==> config.mk <==
export PLATFORM = sky130hd
export DESIGN_NAME = marker_pair_robot_locator_unit
export DESIGN_NICKNAME = d
export VERILOG_FILES = /design/src/sv/mprl_pkg.sv /design/src/sv/mprl_cordic.sv /design/src/sv/marker_pair_robot_locator_unit.sv
export SDC_FILE = /design/constraint.sdc
export NUM_CORES = 2
export LEC_CHECK = 0
export CAP_MARGIN = 0
export CORE_UTILIZATION = 65
export DETAILED_ROUTE_END_ITERATION = 10
export DONT_BUFFER_PORTS = 1
export PLACE_DENSITY = 0.79
export SYNTH_ARGS = -nofsm -noshare
export SYNTH_HDL_FRONTEND = slang
export SYNTH_SLANG_ARGS = --single-unit
==> constraint.sdc <==
create_clock -name clk -period 22.6 [get_ports clk]
set_input_delay 4.52 -clock clk [delete_from_list [all_inputs] [get_ports clk]]
set_output_delay 4.52 -clock clk [all_outputs]
set_load 0.005 [all_outputs]
==> src/sv/mprl_pkg.sv <==
// Package for the marker pair robot locator: field widths, operation and
// status codes, CORDIC arctangent table. No dependencies.
package mprl_pkg;
  localparam int CoordW = 12;
  localparam int HeadW = 16;
  localparam int AccW = 32;
  localparam int MaxMarkersDef = 64;
  localparam int AngleItersDef = 16;
  localparam int AtanLen = 24;

  localparam logic [1:0] OP_CLEAR = 2'd0;
  localparam logic [1:0] OP_LOAD = 2'd1;
  localparam logic [1:0] OP_LOCATE = 2'd2;

  localparam logic [1:0] ST_OK = 2'd0;
  localparam logic [1:0] ST_FULL = 2'd1;
  localparam logic [1:0] ST_EMPTY = 2'd2;

  function automatic logic [AccW-1:0] atan_of(input logic [4:0] i);
    logic [AccW-1:0] r;
    begin
      case (i)
        5'd0: r = 32'h20000000;  5'd1: r = 32'h12E4051E;
        5'd2: r = 32'h09FB385B;  5'd3: r = 32'h051111D4;
        5'd4: r = 32'h028B0D43;  5'd5: r = 32'h0145D7E1;
        5'd6: r = 32'h00A2F61E;  5'd7: r = 32'h00517C55;
        5'd8: r = 32'h0028BE53;  5'd9: r = 32'h00145F2F;
        5'd10: r = 32'h000A2F98; 5'd11: r = 32'h000517CC;
        5'd12: r = 32'h00028BE6; 5'd13: r = 32'h000145F3;
        5'd14: r = 32'h0000A2FA; 5'd15: r = 32'h0000517D;
        5'd16: r = 32'h000028BE; 5'd17: r = 32'h0000145F;
        5'd18: r = 32'h00000A30; 5'd19: r = 32'h00000518;
        5'd20: r = 32'h0000028C; 5'd21: r = 32'h00000146;
        5'd22: r = 32'h000000A3; 5'd23: r = 32'h00000051;
        default: r = '0;
      endcase
      return r;
    end
  endfunction
endpackage

==> src/sv/mprl_cordic.sv <==
// Iterative CORDIC vectoring unit: one micro-rotation per cycle.
// Depends on mprl_pkg.
module mprl_cordic import mprl_pkg::*; #(
  parameter int ANGLE_ITERATIONS = AngleItersDef
) (
  input  logic                    clk,
  input  logic                    rst,
  input  logic                    start,
  input  logic signed [CoordW:0]  dx,
  input  logic signed [CoordW:0]  dy,
  output logic                    done,
  output logic [HeadW-1:0]        heading
);
  localparam int Iters = (ANGLE_ITERATIONS < AtanLen) ? ANGLE_ITERATIONS : AtanLen;
  // 13-bit deltas scaled by 2^16 plus CORDIC gain headroom
  localparam int VW = CoordW + 1 + 16 + 3;

  logic signed [VW-1:0] x, y;
  logic [AccW-1:0] acc;
  logic [4:0] iter;
  logic busy;
  logic signed [VW-1:0] xs, ys;
  logic [AccW-1:0] rnd;

  assign xs = x >>> iter;
  assign ys = y >>> iter;
  assign rnd = acc + AccW'(32'h8000);

  always_ff @(posedge clk) begin
    if (rst) begin
      busy <= 1'b0;
      done <= 1'b0;
    end else begin
      done <= 1'b0;
      if (start) begin
        busy <= 1'b1;
        iter <= '0;
        if (dx < 0) begin
          x <= -(VW'(dx) <<< 16);
          y <= -(VW'(dy) <<< 16);
          acc <= 32'h80000000;
        end else begin
          x <= VW'(dx) <<< 16;
          y <= VW'(dy) <<< 16;
          acc <= '0;
        end
        if (dx == 0 && dy == 0) begin
          busy <= 1'b0;
          done <= 1'b1;
          heading <= '0;
        end
      end else if (busy) begin
        if (y >= 0) begin
          x <= x + ys;
          y <= y - xs;
          acc <= acc + atan_of(iter);
        end else begin
          x <= x - ys;
          y <= y + xs;
          acc <= acc - atan_of(iter);
        end
        iter <= iter + 5'd1;
        if (iter == 5'(Iters)) begin
          busy <= 1'b0;
          done <= 1'b1;
          heading <= rnd[AccW-1:AccW-HeadW];
        end
      end
    end
  end
endmodule

==> src/sv/marker_pair_robot_locator_unit.sv <==
// Marker pair robot locator: marker store, two-nearest scan, CORDIC heading.
// Clear, load, an unused code or an empty locate are answered directly from idle;
// a locate scans the store and then runs the CORDIC heading, whose iterations are
// skipped when the team point sits on the nearest marker. One transaction at a time:
// the next input is taken the cycle after the result is accepted.
// Synchronous reset empties the store (count 0) and drops any pending result.
module marker_pair_robot_locator_unit import mprl_pkg::*; #(
  parameter int MAX_MARKERS = MaxMarkersDef,
  parameter int ANGLE_ITERATIONS = AngleItersDef
) (
  input  logic        clk,
  input  logic        rst,
  input  logic        s_tvalid,
  output logic        s_tready,
  input  logic [31:0] s_tdata,  // operation[1:0], marker_group, x_coord, y_coord
  output logic        m_tvalid,
  input  logic        m_tready,
  output logic [47:0] m_tdata   // status, robot_id, robot_x, robot_y, heading
);
  localparam int AW = $clog2(MAX_MARKERS);
  localparam int CW = $clog2(MAX_MARKERS + 1);
  localparam int DW = 2 * CoordW + 1;

  localparam logic [2:0] S_IDLE = 3'd0, S_SCAN = 3'd1, S_FETCH = 3'd2,
                         S_ANGLE = 3'd4;

  logic [2:0] state;
  logic [2*CoordW:0] mem [MAX_MARKERS];
  logic [2*CoordW:0] rd;
  logic [CW-1:0] count, idx;
  logic [AW-1:0] raddr;
  logic rd_ok;
  logic [CW-1:0] rd_idx;
  logic [CoordW-1:0] px, py;
  logic [DW-1:0] bd, sd, d;
  logic have2, g1, g2;
  logic [CoordW-1:0] bx, by;
  logic signed [CoordW:0] ex, ey;
  logic [2*CoordW+1:0] ex2, ey2;
  logic [47:0] out;
  logic cstart, cdone;
  logic [HeadW-1:0] head;

  logic [1:0] op;
  assign op = s_tdata[1:0];
  assign s_tready = (state == S_IDLE) && !m_tvalid;
  assign m_tdata = out;

  assign ex = $signed({1'b0, px}) - $signed({1'b0, rd[2*CoordW-1:CoordW]});
  assign ey = $signed({1'b0, py}) - $signed({1'b0, rd[CoordW-1:0]});
  assign ex2 = (2*CoordW+2)'(ex * ex);
  assign ey2 = (2*CoordW+2)'(ey * ey);
  assign d = DW'(ex2 + ey2);
  assign raddr = idx[AW-1:0];

  always_ff @(posedge clk) begin
    rd <= mem[raddr];
    if (s_tvalid && s_tready && op == OP_LOAD && count < CW'(MAX_MARKERS))
      mem[count[AW-1:0]] <= {s_tdata[2], s_tdata[14:3], s_tdata[26:15]};
  end

  mprl_cordic #(.ANGLE_ITERATIONS(ANGLE_ITERATIONS)) u_cordic (
    .clk(clk), .rst(rst), .start(cstart),
    .dx($signed({1'b0, px}) - $signed({1'b0, bx})),
    .dy($signed({1'b0, py}) - $signed({1'b0, by})),
    .done(cdone), .heading(head)
  );

  always_ff @(posedge clk) begin
    if (rst) begin
      state <= S_IDLE;
      count <= '0;
      m_tvalid <= 1'b0;
      cstart <= 1'b0;
      rd_ok <= 1'b0;
    end else begin
      cstart <= 1'b0;
      if (m_tvalid && m_tready) m_tvalid <= 1'b0;
      case (state)
        S_IDLE: begin
          if (s_tvalid && s_tready) begin
            px <= s_tdata[14:3];
            py <= s_tdata[26:15];
            if (op == OP_CLEAR) begin
              count <= '0;
              out <= '0;
              m_tvalid <= 1'b1;
            end else if (op == OP_LOAD) begin
              if (count < CW'(MAX_MARKERS)) begin
                count <= count + CW'(1);
                out <= '0;
              end else begin
                out <= 48'(ST_FULL);
              end
              m_tvalid <= 1'b1;
            end else if (op == OP_LOCATE) begin
              if (count == '0) begin
                out <= 48'(ST_EMPTY);
                m_tvalid <= 1'b1;
              end else begin
                idx <= '0;
                have2 <= 1'b0;
                g2 <= 1'b0;
                rd_ok <= 1'b0;
                state <= S_SCAN;
              end
            end else begin
              out <= '0;
              m_tvalid <= 1'b1;
            end
          end
        end
        S_SCAN: begin
          // issue read for idx, evaluate the entry read last cycle
          rd_ok <= (idx < count);
          rd_idx <= idx;
          if (idx < count) idx <= idx + CW'(1);
          if (rd_ok) begin
            if (rd_idx == '0) begin
              bd <= d; bx <= rd[2*CoordW-1:CoordW]; by <= rd[CoordW-1:0];
              g1 <= rd[2*CoordW];
            end else if (d < bd) begin
              sd <= bd; g2 <= g1; have2 <= 1'b1;
              bd <= d; bx <= rd[2*CoordW-1:CoordW]; by <= rd[CoordW-1:0];
              g1 <= rd[2*CoordW];
            end else if (!have2 || d < sd) begin
              sd <= d; g2 <= rd[2*CoordW]; have2 <= 1'b1;
            end
          end else if (idx == count && rd_idx != '0) begin
            state <= S_FETCH;
          end
        end
        S_FETCH: begin
          cstart <= 1'b1;
          state <= S_ANGLE;
        end
        S_ANGLE: begin
          if (cdone) begin
            out <= {4'b0, head, by, bx, g1, g2, ST_OK};
            m_tvalid <= 1'b1;
            state <= S_IDLE;
          end
        end
        default: state <= S_IDLE;
      endcase
    end
  end
endmodule

==> results.md <==
Global route:
- The via count of the first global-routing pass is 60,582.
- Entering global routing, the biggest net connects 158 pins.
- The overall fraction of global-route tracks in use is 35.7%.
- The first-pass GRT wire length is 395,000 um.
- The number of antenna violations at the first check in global routing is 21.
- The global-route congestion overflow total is 0.

Flow run:
- The tool flagged a number of max-cap violations equal to 0.

Detailed routing:
- The total number of vias is 58,707.
- Once detail routing completed, the nets flagged for antenna violations numbered 0.
- In the routed layout, each cell is associated on average with a via count of 6.83.
- The detailed router finished its first iteration with 7,318 violations.
- The routed length per placed instance is 31.4 um.
- The first detailed-routing pass ran for 6 iterations.
- The total length of routed wires is 269,000 um.
- The DRC violation count after routing is 0.

Placement:
- In this run, placement finished with an instance count of 8,239.
- The routability-driven placement congestion ratio is 0.925.
- Once placement finished, the instance area stood at 102,000 sq um.
- The count of buffers added on input and output ports is 0.
- The total half-perimeter wirelength after legalization and detailed placement is 159,000 um.

Timing:
- The worst path uses 57.0% of the clock period.
- Setup violations remaining at the end of the flow were counted as 0.
- The relative slew slack is 7.50%.
- At the pin with the least slew margin, the transition time is 1.38 ns.
- The post-route minimum period is 12.89 ns.
- For the final routed database, the setup TNS stands at 0 ns.
- The final count of hold timing violations was 0.
- On the final layout, the worst clock skew is 0.0873 ns.
- The number of pins with negative max-slew slack in the final report was 0.
- The maximum clock frequency is 77.6 MHz.
- Setup repair after global routing left no endpoint under its margin.
- The final worst hold slack is 0.434 ns.

Setup path:
- The worst setup path is captured at a register.
- The worst reg-to-reg path cell count is 41.
- The critical-path cell with the highest stage delay is sky130_fd_sc_hd__xor2_1.
- The worst setup path is launched from a register.
- The critical path data required time is 23.04 ns.
- For this run, the slowest stage of the critical path takes 0.73 ns.
- The setup slack of the worst register-to-register path is 9.71 ns.
- The critical path starts at px[1].
- The capturing instance or port of the critical path is bd[14].
- STA puts the critical path data arrival time at 13.33 ns.
- The cell type with the highest occurrence count on the critical path is sky130_fd_sc_hd__fa_1.
- The worst register-to-register path ends at bd[14].
- The maximum fanout along the worst path is 30.
- The startpoint of the most critical register-to-register path is px[1].
- The worst setup path category is register to register.

Synth:
- For this run, the leading register cell type out of synthesis is sky130_fd_sc_hd__edfxtp_1.
- The mean post-synth cell area is 15.6 sq um.
- After synthesis, the share of cell area in mux cells is 14.8%.
- The area fraction in compound gates after synthesis is 4.97%.
- In this run, distinct cell masters in the synthesized netlist total 93.
- After Yosys synthesis, full adders, half adders and majority gates account for 10.7% of the synthesized area.
- In this run, synthesis inferred 1,876 flip-flops with an integrated enable.
- The register bit total from synthesis is 1,946.
- After synthesis, the largest family of logic cells by area is multiplexers.
- Yosys printed 0 warnings.
- In this run the cell area of the synthesized design comes to 99,200 sq um.
- The number of standard cells after synthesis is 6,349.
- The share of async-settable or async-resettable flops after synthesis is 0%.
- The post-synthesis share of cell area spent on xor and xnor gates is 2.48%.
- The post-synthesis sequential area ratio is 58.2%.
- The synthesized netlist devotes 5.60% of its cell area to simple gates.

Floorplan:
- The die is 393 um tall.
- Row generation in the floorplan step produced 142 rows.
- The starting utilization of the core area is 65.8%.
- The total area inside the core boundary comes to 151,000 sq um.
- The floorplan step defined a die boundary enclosing 154,000 sq um.
- The die is 393 um wide.
- 86 I/O pins were placed.

CTS:
- For this design, the CTS-stage hold fixing added 0 buffers.
- Counting every sink on the clock net gives 1,946.
- Clock-pin slew was measured on the worst setup and hold paths at 0.06 ns.
- The number of buffers created by CTS is 186.
- The depth of the CTS H-tree is 4.
- The later-pin clock latency in the skew report is 0.86 ns.
- The cell sitting at the root of the clock tree is a sky130_fd_sc_hd__clkbuf_16.
- In this run the post-CTS setup repair buffer count came out at 0.
- Counting along the longest clock path gives a buffer depth of 3.
- The clock tree from TritonCTS is done.
- The post-cts sizing count is 0.

Worst hold path:
- The class of the tightest hold or removal check is register to register.

Layout:
- The finished cells cover 108,000 sq um.
- In the layout the commonest cells are 1,876 x sky130_fd_sc_hd__edfxtp_1, 588 x sky130_fd_sc_hd__mux4_2, 547 x sky130_fd_sc_hd__inv_1, 373 x sky130_fd_sc_hd__nor2_1, 330 x sky130_fd_sc_hd__fa_1.
- The layout-stage area growth over the synthesis result is 9.01%.
- The area of the multi-input gates is 38,500 sq um.
- The number of fillers in the final layout is 9,119.
- The share of cells above drive strength 1 is 18.0%.
- The number of nets in the finished design is 7,094.
- The final non-filler cell total is 8,591.
- The sequential cell area in the final layout is 57,700 sq um.
- The leading cell type in the layout, fill and taps excluded is sky130_fd_sc_hd__edfxtp_1.

Outcome:
- The flow ran to the end, and the final reports show no timing, DRC or antenna violations.
==> state kept, by name, summed over array words and instances (netlist names), 16 cells and up, named ones only <==
signal            cells
bd                   25
m_tdata              44
mem                1600
rd                   25
sd                   25
u_cordic.acc         32
u_cordic.heading     16
u_cordic.x           32
u_cordic.y           32
==> per-stage QoR <==
step | utilization, % | worst slack [ns]
2_1_floorplan | - | 10.40
3_3_place_gp | 67.6 | 10.10
3_5_place_dp | 67.6 | 9.90
4_1_cts | 71.7 | 9.84
5_1_grt | 71.7 | 9.12
6_report | 71.8 | 9.71
==> critical path, delay by kind of cell, from the launching register on <==
| kind | cells | cell delay [ns] |
|---|---|---|
| fa+ha+maj | 10 | 4.38 |
| compound gates | 15 | 3.38 |
| buf+inv | 6 | 1.60 |
| simple gates | 8 | 1.56 |
| xor+xnor | 2 | 1.01 |
| flops | 1 | 0.54 |
==> area by class of cell <==
class	instances	area share (%)
sequential	1946	53.4
tap	2016	2.33
antenna	5	0.0116
clock inverter	115	1.17
timing repair buffer	133	0.979
clock buffer	232	4.57
multi-input combinational	3585	35.6
inverter	559	1.94
==> worst min-delay path by stage <==
stage	endpoint	cells past startpoint	start
after floorplan	g1	0	rd[24]
after global placement	bx[3]	0	rd[15]
after detailed placement	by[11]	0	rd[11]
after CTS	by[11]	0	rd[11]
after global routing	by[11]	0	rd[11]
final	by[11]	0	rd[11]
==> Yosys cell counts (70+ instances only) <==
| cell | instances | area [sq um] |
|---|---|---|
| sky130_fd_sc_hd__a21o_1 | 73 | 548 |
| sky130_fd_sc_hd__edfxtp_1 | 1876 | 56300 |
| sky130_fd_sc_hd__and3_1 | 71 | 444 |
| sky130_fd_sc_hd__clkbuf_1 | 182 | 683 |
| sky130_fd_sc_hd__xnor2_1 | 177 | 1550 |
| sky130_fd_sc_hd__mux4_2 | 588 | 13200 |
| sky130_fd_sc_hd__o21ai_0 | 162 | 811 |
| sky130_fd_sc_hd__inv_1 | 548 | 2060 |
| sky130_fd_sc_hd__dfxtp_1 | 70 | 1400 |
| sky130_fd_sc_hd__a21oi_1 | 175 | 876 |
| sky130_fd_sc_hd__xor2_1 | 101 | 885 |
| sky130_fd_sc_hd__fa_1 | 330 | 6610 |
| sky130_fd_sc_hd__mux2i_1 | 73 | 731 |
| sky130_fd_sc_hd__nor2_1 | 442 | 1660 |
| sky130_fd_sc_hd__ha_1 | 317 | 3970 |
| sky130_fd_sc_hd__nand2_1 | 283 | 1060 |
==> kinds of logic (layout without fill, tap and decap cells) <==
group | after synthesis | in the layout
AOI/OAI and AO/OA | 747 | 747
xor gates and xnor gates | 279 | 279
adders and majority gates | 647 | 647
buffers and inverters | 822 | 1039
DFF | 1946 | 1946
muxes | 728 | 728
other | 1 | 10
and+or+nand+nor | 1179 | 1179
==> routing by layer <==
metal  up-vias  track usage, %  part of all wire (%)
met2      3808            59.8                    50
met4        14            17.7                   5.4
li1      24256               -                     -
met1     29748            44.5                    34
met5         -               0                 0.038
met3       881            7.44                    10
Power is not shown: default switching activity piles up to over one toggle a cycle in this logic, so the estimate is an artifact.
